`src/hw/rtl/lexeme_scanner_defines.svh`:
```
// assertion macros for the lexeme scanner
`ifndef LEXEME_SCANNER_DEFINES_SVH
`define LEXEME_SCANNER_DEFINES_SVH

`ifndef ASSERT_OFF
`define LXS_ASSERT_IMP(lbl, ante, cons, msg) \
   lbl: assert property (@(posedge clock) disable iff (reset) (ante) |-> (cons)) \
      else $error(msg);
`define LXS_ASSERT_NXT(lbl, ante, cons, msg) \
   lbl: assert property (@(posedge clock) disable iff (reset) (ante) |=> (cons)) \
      else $error(msg);
`else
`define LXS_ASSERT_IMP(lbl, ante, cons, msg)
`define LXS_ASSERT_NXT(lbl, ante, cons, msg)
`endif

`endif

```
`src/hw/rtl/lxs_pkg.sv`:
```
// types, codes and character classes for the lexeme scanner
`timescale 1ns / 1ps
`default_nettype none

package lxs_pkg;

   // input item kinds
   localparam logic [1:0] KIND_BYTE = 2'd0;
   localparam logic [1:0] KIND_LINE = 2'd1;
   localparam logic [1:0] KIND_END  = 2'd2;

   // token types
   localparam logic [3:0] TOK_END      = 4'd0;
   localparam logic [3:0] TOK_OPERATOR = 4'd1;
   localparam logic [3:0] TOK_PUNCT    = 4'd2;
   localparam logic [3:0] TOK_IDENT    = 4'd3;
   localparam logic [3:0] TOK_DECIMAL  = 4'd4;
   localparam logic [3:0] TOK_STRING   = 4'd5;
   localparam logic [3:0] TOK_BAD_CHAR = 4'd6;
   localparam logic [3:0] TOK_BAD_IDENT = 4'd7;
   localparam logic [3:0] TOK_BAD_LIT  = 4'd8;
   localparam logic [3:0] TOK_UNTERM   = 4'd9;

   typedef struct packed {
      logic [7:0]  token_char;
      logic        char_valid;
      logic        last_of_token;
      logic [3:0]  token_type;
      logic [15:0] token_line;
      logic [9:0]  token_column;
   } rsp_type;

   function automatic rsp_type make_rsp(input logic [7:0] ch, input logic cv,
                                        input logic last, input logic [3:0] typ,
                                        input logic [15:0] line, input logic [9:0] col);
      rsp_type r;
      r.token_char    = ch;
      r.char_valid    = cv;
      r.last_of_token = last;
      r.token_type    = typ;
      r.token_line    = line;
      r.token_column  = col;
      return r;
   endfunction

   function automatic logic is_blank(input logic [7:0] c);
      return c inside {8'h20, 8'h09, 8'h0b, 8'h0c};
   endfunction

   function automatic logic is_digit(input logic [7:0] c);
      return c inside {[8'h30:8'h39]};
   endfunction

   // upper-cased identifier character, zero if c is not one
   function automatic logic [7:0] ident_of(input logic [7:0] c);
      logic [7:0] r;
      r = 8'h00;
      if (c inside {[8'h61:8'h7a]}) begin
         r = c - 8'd32;
      end else if (c inside {[8'h41:8'h5a], [8'h30:8'h39], 8'h24, 8'h5f}) begin
         r = c;
      end
      return r;
   endfunction

   function automatic logic is_op(input logic [7:0] c);
      return c inside {8'h2e, 8'h5e, 8'h2a, 8'h2f, 8'h2b, 8'h2d, 8'h3d};
   endfunction

   function automatic logic is_punct(input logic [7:0] c);
      return c inside {8'h2c, 8'h3b, 8'h3a, 8'h28, 8'h29, 8'h5b, 8'h5d, 8'h3c,
                       8'h3e, 8'h25};
   endfunction

endpackage

`default_nettype wire

```
`src/hw/rtl/lexeme_scanner.sv`:
```
// lexeme scanner: byte stream in, token characters and token ends out
//
// Input channel (req_): one item per transfer, a text byte, a line end or a
// stream end. Output channel (rsp_): one result per transfer, either a token
// character or a closing marker carrying the token type, line and column.
// Both channels transfer when valid is high and stall is low.
// One byte is held back as lookahead, so a byte's results come out with the
// item that follows it. The scan step is done in the cycle the item is
// taken and its results (zero to three) land in a four-entry result queue;
// the first can be offered on rsp_ from the cycle after the transfer.
// Items are taken one per cycle while the queue holds at most one result,
// so a stream yielding at most one result per item runs at one item per
// cycle unless the receiver stalls; more results per item hold the input.
// The queue drain (one result per unstalled cycle) sets the sustained rate.
// When the receiver stalls, results stay in the queue and req_stall rises
// once two or more are waiting.
// Synchronous reset returns the scanner to its start state with an empty
// queue; a stream end does the same to the scan state after its end token.
`timescale 1ns / 1ps
`default_nettype none
`include "lexeme_scanner_defines.svh"

module lexeme_scanner #(
   parameter int LINE_SIZE        = 1024,
   parameter int LINE_NUMBER_BITS = 16
) (
   input  wire logic        clock,
   input  wire logic        reset,
   input  wire logic        req_valid,
   output      logic        req_stall,
   input  wire logic [1:0]  req_kind,
   input  wire logic [7:0]  req_in_byte,
   input  wire logic        req_sign_ok,
   output      logic        rsp_valid,
   input  wire logic        rsp_stall,
   output      logic [7:0]  rsp_token_char,
   output      logic        rsp_char_valid,
   output      logic        rsp_last_of_token,
   output      logic [3:0]  rsp_token_type,
   output      logic [15:0] rsp_token_line,
   output      logic [9:0]  rsp_token_column
);
   import lxs_pkg::*;

   localparam int CW = $clog2(LINE_SIZE + 1);
   localparam int LW = LINE_NUMBER_BITS;
   localparam logic [CW-1:0] LS = CW'(LINE_SIZE);

   localparam logic [2:0] S_INIT    = 3'd0;
   localparam logic [2:0] S_EMB     = 3'd1;
   localparam logic [2:0] S_DEC     = 3'd2;
   localparam logic [2:0] S_STR     = 3'd3;
   localparam logic [2:0] S_IDN     = 3'd4;
   localparam logic [2:0] S_ERRWAIT = 3'd5;
   localparam logic [2:0] S_ERRSKIP = 3'd6;
   localparam logic [2:0] S_LCOMM   = 3'd7;

   localparam logic [7:0] CH_QUOTE   = 8'h27;
   localparam logic [7:0] CH_PERCENT = 8'h25;
   localparam logic [7:0] CH_LPAREN  = 8'h28;
   localparam logic [7:0] CH_RPAREN  = 8'h29;
   localparam logic [7:0] CH_BANG    = 8'h21;
   localparam logic [7:0] CH_PLUS    = 8'h2b;
   localparam logic [7:0] CH_MINUS   = 8'h2d;

   // scanner state
   logic [2:0]    st_ff, st_in;
   logic [7:0]    la_byte_ff, la_byte_in;
   logic          la_valid_ff, la_valid_in;
   logic [LW-1:0] line_ff, line_in;
   logic [CW-1:0] col_ff, col_in;
   logic [CW-1:0] tlen_ff, tlen_in;
   logic [3:0]    ptype_ff, ptype_in;
   logic [LW-1:0] sline_ff, sline_in;
   logic [9:0]    scol_ff, scol_in;

   // result queue
   rsp_type       fifo_ff [4];
   logic [1:0]    wr_ptr_ff, wr_ptr_in;
   logic [1:0]    rd_ptr_ff, rd_ptr_in;
   logic [2:0]    cnt_ff, cnt_in;

   logic          accept;
   logic          pop;
   rsp_type       res [4];
   logic [2:0]    n;
   logic [1:0]    nout;
   logic          scan_en;
   logic          nb;
   logic          used;
   logic          do_init;
   logic          do_eol;
   logic [7:0]    c;
   logic [7:0]    nx;
   logic [7:0]    chx;
   logic [CW-1:0] colx;

   assign accept    = req_valid && !req_stall;
   assign pop       = (cnt_ff != 3'd0) && !rsp_stall;
   assign req_stall = cnt_ff > 3'd1;

   always_comb begin
      st_in       = st_ff;
      la_byte_in  = la_byte_ff;
      la_valid_in = la_valid_ff;
      line_in     = line_ff;
      col_in      = col_ff;
      tlen_in     = tlen_ff;
      ptype_in    = ptype_ff;
      sline_in    = sline_ff;
      scol_in     = scol_ff;
      res         = '{default: '0};
      n           = 3'd0;
      scan_en     = 1'b0;
      nb          = 1'b0;
      used        = 1'b0;
      do_init     = 1'b0;
      do_eol      = 1'b0;
      c           = la_byte_ff;
      nx          = req_in_byte;
      chx         = 8'h00;
      colx        = CW'(col_ff - 1'b1);

      if (accept) begin
         case (req_kind)
            KIND_BYTE: begin
               if (col_ff < LS) begin
                  col_in = CW'(col_ff + 1'b1);
                  if (la_valid_ff) begin
                     scan_en = 1'b1;
                     nb      = 1'b1;
                  end
               end
            end
            KIND_LINE, KIND_END: begin
               do_eol = 1'b1;
               if (la_valid_ff) begin
                  scan_en     = 1'b1;
                  la_valid_in = 1'b0;
               end
            end
            default: ;
         endcase
      end

      // scan the held byte against the incoming one
      if (scan_en) begin
         case (st_in)
            S_INIT: do_init = 1'b1;
            S_EMB: begin
               if (c == CH_RPAREN && nb && nx == CH_PERCENT) begin
                  st_in = S_INIT;
                  used  = 1'b1;
               end
            end
            S_IDN: begin
               chx = ident_of(c);
               if (chx != 8'h00) begin
                  if (tlen_in < LS) begin
                     tlen_in = CW'(tlen_in + 1'b1);
                     res[n[1:0]] = make_rsp(chx, 1'b1, 1'b0, TOK_END, 16'(sline_in), scol_in);
                     n = 3'(n + 1'b1);
                  end
               end else if (c == CH_PERCENT && nb && ident_of(nx) != 8'h00) begin
                  ptype_in = TOK_BAD_IDENT;
                  st_in    = S_ERRWAIT;
               end else begin
                  res[n[1:0]] = make_rsp(8'h00, 1'b0, 1'b1, TOK_IDENT, 16'(sline_in), scol_in);
                  n       = 3'(n + 1'b1);
                  tlen_in = '0;
                  st_in   = S_INIT;
                  do_init = 1'b1;
               end
            end
            S_DEC: begin
               if (is_digit(c)) begin
                  if (tlen_in < LS) begin
                     tlen_in = CW'(tlen_in + 1'b1);
                     res[n[1:0]] = make_rsp(c, 1'b1, 1'b0, TOK_END, 16'(sline_in), scol_in);
                     n = 3'(n + 1'b1);
                  end
               end else if (ident_of(c) != 8'h00 ||
                            (c == CH_PERCENT && nb && ident_of(nx) != 8'h00)) begin
                  ptype_in = TOK_BAD_LIT;
                  st_in    = S_ERRWAIT;
               end else begin
                  res[n[1:0]] = make_rsp(8'h00, 1'b0, 1'b1, TOK_DECIMAL, 16'(sline_in),
                                         scol_in);
                  n       = 3'(n + 1'b1);
                  tlen_in = '0;
                  st_in   = S_INIT;
                  do_init = 1'b1;
               end
            end
            S_STR: begin
               if (c == CH_QUOTE) begin
                  if (nb && nx == CH_QUOTE) begin
                     // doubled quote stands for one quote character
                     if (tlen_in < LS) begin
                        tlen_in = CW'(tlen_in + 1'b1);
                        res[n[1:0]] = make_rsp(c, 1'b1, 1'b0, TOK_END, 16'(sline_in),
                                               scol_in);
                        n    = 3'(n + 1'b1);
                        used = 1'b1;
                     end
                  end else begin
                     res[n[1:0]] = make_rsp(8'h00, 1'b0, 1'b1, TOK_STRING, 16'(sline_in),
                                            scol_in);
                     n       = 3'(n + 1'b1);
                     tlen_in = '0;
                     st_in   = S_INIT;
                  end
               end else if (tlen_in < LS) begin
                  tlen_in = CW'(tlen_in + 1'b1);
                  res[n[1:0]] = make_rsp(c, 1'b1, 1'b0, TOK_END, 16'(sline_in), scol_in);
                  n = 3'(n + 1'b1);
               end
            end
            S_ERRWAIT: begin
               res[n[1:0]] = make_rsp(8'h00, 1'b0, 1'b1, ptype_in, 16'(sline_in), scol_in);
               n       = 3'(n + 1'b1);
               tlen_in = '0;
               st_in   = S_ERRSKIP;
            end
            S_ERRSKIP: begin
               if (is_blank(c)) begin
                  st_in = S_INIT;
               end
            end
            default: ;
         endcase

         // start of a new lexeme
         if (do_init) begin
            if (is_blank(c)) begin
               st_in = S_INIT;
            end else if (c == CH_BANG) begin
               st_in = S_LCOMM;
            end else if (c == CH_PERCENT && nb && nx == CH_LPAREN) begin
               st_in = S_EMB;
               used  = 1'b1;
            end else begin
               sline_in = LW'(line_ff + 1'b1);
               scol_in  = 10'(colx);
               tlen_in  = '0;
               if (c == CH_QUOTE) begin
                  st_in = S_STR;
               end else if (is_digit(c) ||
                            (req_sign_ok && (c == CH_PLUS || c == CH_MINUS) && nb &&
                             is_digit(nx))) begin
                  tlen_in = CW'(1);
                  res[n[1:0]] = make_rsp(c, 1'b1, 1'b0, TOK_END, 16'(sline_in), scol_in);
                  n     = 3'(n + 1'b1);
                  st_in = S_DEC;
               end else if (ident_of(c) != 8'h00 ||
                            (c == CH_PERCENT && nb && ident_of(nx) != 8'h00)) begin
                  chx     = (c == CH_PERCENT) ? c : ident_of(c);
                  tlen_in = CW'(1);
                  res[n[1:0]] = make_rsp(chx, 1'b1, 1'b0, TOK_END, 16'(sline_in), scol_in);
                  n     = 3'(n + 1'b1);
                  st_in = S_IDN;
               end else if (is_op(c)) begin
                  res[n[1:0]] = make_rsp(c, 1'b1, 1'b1, TOK_OPERATOR, 16'(sline_in),
                                         scol_in);
                  n = 3'(n + 1'b1);
               end else if (is_punct(c)) begin
                  res[n[1:0]] = make_rsp(c, 1'b1, 1'b1, TOK_PUNCT, 16'(sline_in), scol_in);
                  n = 3'(n + 1'b1);
               end else begin
                  ptype_in = TOK_BAD_CHAR;
                  st_in    = S_ERRWAIT;
               end
            end
         end
      end

      // lookahead update for a byte that was not dropped
      if (accept && req_kind == KIND_BYTE && col_ff < LS) begin
         if (used) begin
            la_valid_in = 1'b0;
         end else begin
            la_byte_in  = req_in_byte;
            la_valid_in = 1'b1;
         end
      end

      // line end or stream end closes what is open
      if (do_eol) begin
         case (st_in)
            S_DEC: begin
               res[n[1:0]] = make_rsp(8'h00, 1'b0, 1'b1, TOK_DECIMAL, 16'(sline_in), scol_in);
               n       = 3'(n + 1'b1);
               tlen_in = '0;
               st_in   = S_INIT;
            end
            S_IDN: begin
               res[n[1:0]] = make_rsp(8'h00, 1'b0, 1'b1, TOK_IDENT, 16'(sline_in), scol_in);
               n       = 3'(n + 1'b1);
               tlen_in = '0;
               st_in   = S_INIT;
            end
            S_STR: begin
               res[n[1:0]] = make_rsp(8'h00, 1'b0, 1'b1, TOK_UNTERM, 16'(sline_in), scol_in);
               n       = 3'(n + 1'b1);
               tlen_in = '0;
               st_in   = S_INIT;
            end
            S_LCOMM, S_ERRSKIP: st_in = S_INIT;
            default: ;
         endcase
         if (req_kind == KIND_LINE) begin
            line_in = LW'(line_ff + 1'b1);
            col_in  = '0;
         end else begin
            res[n[1:0]] = make_rsp(8'h00, 1'b0, 1'b1, TOK_END,
                                   16'(LW'(line_ff + LW'(col_ff != '0))), 10'd0);
            n           = 3'(n + 1'b1);
            st_in       = S_INIT;
            la_byte_in  = 8'h00;
            la_valid_in = 1'b0;
            line_in     = '0;
            col_in      = '0;
            tlen_in     = '0;
            ptype_in    = TOK_END;
            sline_in    = '0;
            scol_in     = '0;
         end
      end

      // at most three results leave per item
      nout = (n > 3'd3) ? 2'd3 : n[1:0];
   end

   always_comb begin
      wr_ptr_in = accept ? 2'(wr_ptr_ff + nout) : wr_ptr_ff;
      rd_ptr_in = pop ? 2'(rd_ptr_ff + 1'b1) : rd_ptr_ff;
      cnt_in    = 3'(cnt_ff + (accept ? {1'b0, nout} : 3'd0) - {2'b00, pop});
   end

   always_ff @(posedge clock) begin
      if (reset) begin
         st_ff       <= S_INIT;
         la_byte_ff  <= 8'h00;
         la_valid_ff <= 1'b0;
         line_ff     <= '0;
         col_ff      <= '0;
         tlen_ff     <= '0;
         ptype_ff    <= TOK_END;
         sline_ff    <= '0;
         scol_ff     <= '0;
         wr_ptr_ff   <= 2'd0;
         rd_ptr_ff   <= 2'd0;
         cnt_ff      <= 3'd0;
      end else begin
         st_ff       <= st_in;
         la_byte_ff  <= la_byte_in;
         la_valid_ff <= la_valid_in;
         line_ff     <= line_in;
         col_ff      <= col_in;
         tlen_ff     <= tlen_in;
         ptype_ff    <= ptype_in;
         sline_ff    <= sline_in;
         scol_ff     <= scol_in;
         wr_ptr_ff   <= wr_ptr_in;
         rd_ptr_ff   <= rd_ptr_in;
         cnt_ff      <= cnt_in;
      end
   end

   // queue storage, no reset needed
   always_ff @(posedge clock) begin
      for (int i = 0; i < 3; i++) begin
         if (accept && 2'(i) < nout) begin
            fifo_ff[2'(wr_ptr_ff + 2'(i))] <= res[2'(i)];
         end
      end
   end

   assign rsp_valid         = cnt_ff != 3'd0;
   assign rsp_token_char    = fifo_ff[rd_ptr_ff].token_char;
   assign rsp_char_valid    = fifo_ff[rd_ptr_ff].char_valid;
   assign rsp_last_of_token = fifo_ff[rd_ptr_ff].last_of_token;
   assign rsp_token_type    = fifo_ff[rd_ptr_ff].token_type;
   assign rsp_token_line    = fifo_ff[rd_ptr_ff].token_line;
   assign rsp_token_column  = fifo_ff[rd_ptr_ff].token_column;

   `LXS_ASSERT_IMP(a_queue_room, accept, cnt_ff <= 3'd1, "transfer taken without queue room")
   `LXS_ASSERT_IMP(a_queue_bound, 1'b1, cnt_ff <= 3'd4, "result queue overflow")
   `LXS_ASSERT_IMP(a_la_col, la_valid_ff, col_ff != '0, "lookahead held at column zero")
   `LXS_ASSERT_NXT(a_end_clears, accept && req_kind == KIND_END,
                   !la_valid_ff && st_ff == S_INIT && col_ff == '0,
                   "stream end did not clear scanner")
   `LXS_ASSERT_NXT(a_drain, pop && !accept, cnt_ff == 3'($past(cnt_ff) - 1'b1),
                   "queue count wrong after drain")

endmodule

`default_nettype wire
```
`config.mk`:
```
export PLATFORM = sky130hd
export DESIGN_NAME = lexeme_scanner
export DESIGN_NICKNAME = d
export VERILOG_FILES = /design/src/hw/rtl/lxs_pkg.sv /design/src/hw/rtl/lexeme_scanner.sv
export VERILOG_INCLUDE_DIRS = /design/src /design/src/hw/rtl
export SDC_FILE = /design/constraint.sdc
export NUM_CORES = 1
export LEC_CHECK = 0
export BUFFER_PORTS_ARGS = -buffer_cell sky130_fd_sc_hd__buf_2
export CAP_MARGIN = 15
export CORE_AREA = 2 2 137 272
export DETAILED_ROUTE_END_ITERATION = 10
export DIE_AREA = 0 0 139 274
export GPL_ROUTABILITY_DRIVEN = 0
export GPL_TIMING_DRIVEN = 0
export SYNTH_ARGS = -nofsm -noshare
export SYNTH_HDL_FRONTEND = slang
export SYNTH_SLANG_ARGS = --single-unit
export TNS_END_PERCENT = 50
```
`constraint.sdc`:
```
create_clock -name clock -period 11.5 [get_ports clock]
set_input_delay 1.725 -clock clock [delete_from_list [all_inputs] [get_ports clock]]
set_output_delay 1.725 -clock clock [all_outputs]
set_load 0.005 [all_outputs]
```
==> metrics.txt, run 1 <==
CTS tree=yes; I/O pins=57; vias in the first global route=roughly 13000; Post-synth top cells=nor2_1, mux2i_1, edfxtp_1; Peak VDD IR=156 uV; final setup violation count=0; Inst Count DP=around 2100; fin util=0.489; simple logic cell fraction of the synthesized area=0.167; Buffers & Inverters on Critical Path=8; residual DRC count=0; Die Span X=between 100 and 150 um; fin. max-slew vios=0; initial antenna violation count=0; CTS clk-pin slew, worst paths=roughly 70 ps; IO buf count=52; EDFF count, synth=160; Worst Max-Slew Pin Slew=roughly 1100 ps; prevailing post-synth register cell=edfxtp_1; CP Launch Type=input pin; RSZ-0062 raised after global routing=false; period utilization=0.843; # Post-CTS Setup Buffers=0; Clk Latency, worst-skew pair=550 ps; Mapped Avg Cell Area=about 9.9 um^2; Initial Util=0.441; total power=2810 uW; DRT Pass-1 Iters=6; total CTS buffers=24; setup TNS=0 ps; WS Path Type=in2reg; Cell variety after synth=slightly above 90; top post-synthesis cells by area=edfxtp_1, mux2i_1, dfxtp_1, mux4_2, nor2_1; fraction of registers with async set/reset=0; Max Cap Viol=0; Final HPWL DP=35000 um; post-synthesis sequential area ratio=0.413; clk_skew=about 11 ps; # H-tree levels=1; warnings from Yosys=0; TritonCTS Sinks=249; total congestion overflow=0; Die Footprint=roughly 38000 um^2; slowest stage delay, CP=640 ps; largest family of logic cells by synthesized area=multiplexers; most frequent cell after synthesis=nor2_1; XOR/XNOR share of the synthesized area=0.0302; Post-layout nets=between 1500 and 2000; flops & latches, synth=roughly 250; post-synthesis mux area share=0.179; Synth-to-Final Area Change=10.9%; Crit. End Element=flop; worst endpoint required time=11750 ps; post_cts resized=0; worst hold-check path type=reg2reg; fraction of layout cells with a size suffix above 1=0.122; vias per inst=just over 6; Core Rows=between 90 and 100; Max Fanout on Critical Path=22; post-synth top area share=0.301; DR vias=around 13000; # diodes=0; Total GRT Usage=0.247; complex-gate fraction of the synthesized area=0.143; Cells after Synth=roughly 1600; Max-slew headroom=0.258; Hold Buf Count CTS=0; CP max stage cell=a211oi_1; fin cells=roughly 2200; iteration-0 DRC count of the detailed router=approximately 1300; die height=about 270 um; pwr dens=about 160 nW/um^2; Lkg Pwr=approximately 0.006 uW; status=finished clean; Syn Nets=around 1700; first-pass GRT wire length=around 75000 um; final wirelength=about 48000 um; Max clock buf depth=3; final hold violation count=0; critical path's top delay family=compound AO/OA/AOI/OAI gates; Final min period=9690 ps; fill count=approximately 3400; Antenna Nets Post-Route=0; Critical Path AT=slightly below 10000 ps; largest net degree at the start of global routing=30; Netlist Area Pre-Place=16000 um^2; Max Fclk=between 0.1 and 0.15 GHz; largest area contributor in the netlist=edfxtp_1; mean routed wirelength per cell=~22 um; CTS root buf=clkbuf_16; Synth Area in Adders=0.0216; core area=36200 um^2
layer usage:
layer | wire, um | vias to the layer above | GRT usage
met5 | 0 | - | 0
met4 | 2210 | 0 | 0.105
met3 | 2820 | 147 | 0.0276
met2 | 22500 | 524 | 0.413
met1 | 20300 | 6356 | 0.326
li1 | - | 6226 | -
kinds of logic (layout without fill, tap and decap cells):
group	count (synthesis)	after routing
AO/OA/AOI/OAI	344	344
XOR/XNOR	55	55
adder cells (fa/ha/maj)	27	27
buffers and inverters	165	265
flip-flops	249	249
multiplexers	234	234
AND/OR/NAND/NOR	537	537
metrics by stage:
stage | setup slack, ps | hold slack [ps] | cell area, um^2
2_1_floorplan | 2810 | 432 | 16000
3_3_place_gp | 302 | 449 | 16800
3_5_place_dp | 1470 | 457 | 16900
4_1_cts | 2040 | 466 | 17700
5_1_grt | 1220 | 494 | 17700
6_report | 1810 | 467 | 17700
cell type report:
class	count	area, um^2	area share
plain buffers	128	603	0.0341
clock buffers	25	604	0.0342
clock inverters	19	211	0.0120
inverters	37	141	0.00799
multi-input cells	1197	8630	0.488
flip-flops and latches	249	6590	0.372
well taps	454	568	0.0321
repair buffers	56	348	0.0197
worst reg2reg max path, delay by kind of cell, from the launching register on:
family | cells | cell delay (ps)
AO/OA/AOI/OAI | 9 | 2590
adder cells (fa/ha/maj) | 3 | 980
buffers and inverters | 8 | 2280
flip-flops | 1 | 300
AND/OR/NAND/NOR | 8 | 2370
registers in the layout, summed over array words and instances (netlist names), 4 cells and up, named ones only:
signal	flops
c	8
ptype_ff	4
tlen_ff	11
scol_ff	10
sline_ff	16
line_ff	16
col_ff	11
fifo_ff	160
report_power, final:
group	total, uW	switching, uW	leakage, uW	internal [uW]
Combinational	917	567	0.00331	350
Sequential	1050	25.9	0.00231	1030
Clock	838	380	0.000395	459
Total	2810	972	0.00601	1840
path summary, 6_finish.rpt:
kind / startpoint / to / slack (ps) / depth (start not counted)
hold / removal: ptype_ff[1]$_SDFF_PP0_ / ptype_ff[1]$_SDFF_PP0_ / 470 / 2
setup / recovery: req_in_byte[0] / fifo_ff[2][14]$_DFFE_PP_ / 1810 / 28
hold reg to reg: ptype_ff[1]$_SDFF_PP0_ / ptype_ff[1]$_SDFF_PP0_ / 470 / 2
setup reg to reg: c[7]$_SDFF_PP0_ / fifo_ff[2][14]$_DFFE_PP_ / 2670 / 28
cell usage in the layout (no fill, tap or decap), drive strengths merged, types with 9 or more instances in the layout:
cell    count
dfxtp      89
xnor2      29
nand2b     11
inv        39
nor3       41
buf       100
edfxtp    160
a21oi      99
or3        17
and3       16
xor2       26
mux2i     184
ha         26
nand2      95
nand3      46
clkbuf    109
a21o       10
o22ai      21
nor2b      12
clkinv     11
mux4       40
nor4       10
nor2      212
nand4      22
o21ai      61
a31oi      30
o32a        9
a22oi      24
mux2       10
No activity file was read; power rests on OpenSTA's default activity.
==> inputs of run 2 (changes only) <==
==> constraint.sdc (replaced) <==
create_clock -name clock -period 8.6 [get_ports clock]
set_input_delay 1.29 -clock clock [delete_from_list [all_inputs] [get_ports clock]]
set_output_delay 1.29 -clock clock [all_outputs]
set_load 0.005 [all_outputs]
==> run 2 against run 1 <==
Against the previous run:
- non-clock buffer count increased by 4
- total power increased by 34%
- die area unchanged
- cell area increased by 0.42%
- wire length about the same
- sequential power increased by 34%
- utilization increased by 0.21 points
- global-route usage about the same
- clock power increased by 34%
- critical path depth increased by 2
- sequential share of layout area decreased by 0.16 points
- critical endpoint is now cnt_ff[2]$_SDFF_PP0_
- largest power group unchanged
==> metrics.txt, run 2 (synthesis results as in run 1) <==
Crit. End Element=flop; Max Fanout on Critical Path=10; Int Pwr=about 2500 uW; iteration-0 DRC count of the detailed router=1298; setup TNS=0 ps; cell mode on critical path=ha_1; CTS tree=yes; # diodes=0; Die Span X=between 100 and 150 um; most common cell after layout, fill and taps aside=nor2_1; CTS clk-pin slew, worst paths=60 ps; pwr dens=approximately 210 nW/um^2; period utilization=0.936; DRT Pass-1 Iters=6; Peak VDD IR=~210 uV; Largest register FFs=160; vias in the first global route=between 10000 and 15000; Max-slew headroom=0.250; total CTS buffers=24; largest net degree at the start of global routing=30; Regs by FF count=fifo_ff x160, line_ff x16, sline_ff x16; DR vias=13282; Antenna Nets Post-Route=0; core area=about 36000 um^2; residual DRC count=0; Post-layout nets=~1700; Max Fclk=0.124 GHz; CP Launch Type=input pin; final wirelength=approximately 48000 um; most flop-heavy register=fifo_ff; worst endpoint required time=between 9000 and 10000 ps; Final min period=8050 ps; placed cell areas=16900 um^2; Initial Util=0.441; die height=274 um; slowest stage delay, CP=610 ps; Final HPWL DP=35000 um; Max clock buf depth=3; Die Footprint=38100 um^2; P_sw=1300 uW; Lkg Pwr=slightly above 0.006 uW; Core Rows=between 90 and 100; WS Path Type=in2reg; Buffers & Inverters on Critical Path=7; IO buf count=between 50 and 60; initial antenna violation count=0; total congestion overflow=0; worst hold-check path type=reg2reg; RSZ-0062 raised after global routing=false; TritonCTS Sinks=approximately 250; Synth-to-Final Area Change=11.4%; final hold violation count=0; Flop pwr share=0.375; I/O pins=57; mean routed wirelength per cell=22.1 um; Clock Power Share=0.297; Max Cap Viol=0; Worst Max-Slew Pin Slew=1110 ps; fin. max-slew vios=0; first-pass GRT wire length=about 75000 um; # H-tree levels=1; CTS root buf=clkbuf_16; Critical Path AT=~8500 ps; critical path's top delay family=compound AO/OA/AOI/OAI gates; Comb power frac=0.328; status=finished clean; switching part of the total=0.346; vias per inst=6.12; Final Cell Area=approximately 18000 um^2; Clk Latency, worst-skew pair=around 560 ps; CP max stage cell=or4_1; fraction of layout cells with a size suffix above 1=0.127; final setup violation count=0; clk_skew=between 10 and 15 ps; commonest non-fill, non-tap cells in the layout=nor2_1, mux2i_1, edfxtp_1; Total GRT Usage=0.247
-- run 2: cell types whose count changed in the layout (fill, tap and decap cells not counted), sizes merged --
cell / previous run / this run
buf: 100 / 104
clkinvlp: 3 / 4
inv: 39 / 38
-- run 2: power by group through the flow --
stage | logic, uW | registers, uW | clock network [uW]
final | 1230 | 1410 | 1120
after global routing | 1330 | 1420 | 1180
after CTS | 1220 | 1410 | 1140
after detailed placement | 1210 | 1440 | 0
after global placement | 1200 | 1440 | 0
after floorplan | 820 | 1420 | 0
-- run 2: layout make-up --
class / count / area [um^2]
fill: 3386 / 18400
clock inverter: 19 / 211
tap: 454 / 568
timing repair buffer: 61 / 398
multi-input combinational: 1197 / 8650
buffer: 127 / 601
sequential: 249 / 6590
inverter: 37 / 145
clock buffer: 25 / 604
-- run 2: worst register-to-register path, delay by kind of cell, from the launching register on --
family                   cells  cell delay, ps
AO/OA/AOI/OAI                7            1670
XOR/XNOR                     2             340
adder cells (fa/ha/maj)      5            1500
buffers and inverters       10            1430
flip-flops                   1             300
AND/OR/NAND/NOR              9            2380
-- run 2: timing repair --
item | in CTS | in global routing
gates resized for setup | 2 | 4
pin swaps | 1 | 1
buffers inserted | 1 | 4
setup endpoints to repair | 81 | 321
hold buffers | 0 | 0
-- run 2: per-layer routing --
layer / wire [um] / track usage / vias to the layer above
li1: - / - / 6235
met1: 20200 / 0.326 / 6388
met2: 22600 / 0.413 / 520
met3: 2750 / 0.0283 / 139
met4: 2200 / 0.106 / 0
met5: 0 / 0 / -
-- run 2: path summary, 6_finish.rpt --
check	startpoint	to	slack (ps)	depth (start not counted)
max	req_valid	cnt_ff[2]$_SDFF_PP0_	550	30
min	ptype_ff[1]$_SDFF_PP0_	ptype_ff[1]$_SDFF_PP0_	460	2
max reg2reg	c[7]$_SDFF_PP0_	cnt_ff[2]$_SDFF_PP0_	840	33
min reg2reg	ptype_ff[1]$_SDFF_PP0_	ptype_ff[1]$_SDFF_PP0_	460	2
-- run 2: through the flow --
stage	power [uW]	instances	setup WS (ps)	utilization	hold WS [ps]
floorplan	2240	1611	343	-	432
global placement	2630	2117	-2160	0.464	449
detailed placement	2650	2121	-990	0.467	457
CTS	3770	2166	8.35	0.490	466
global route	3920	2169	127	0.491	494
finish	3760	2169	552	0.491	463
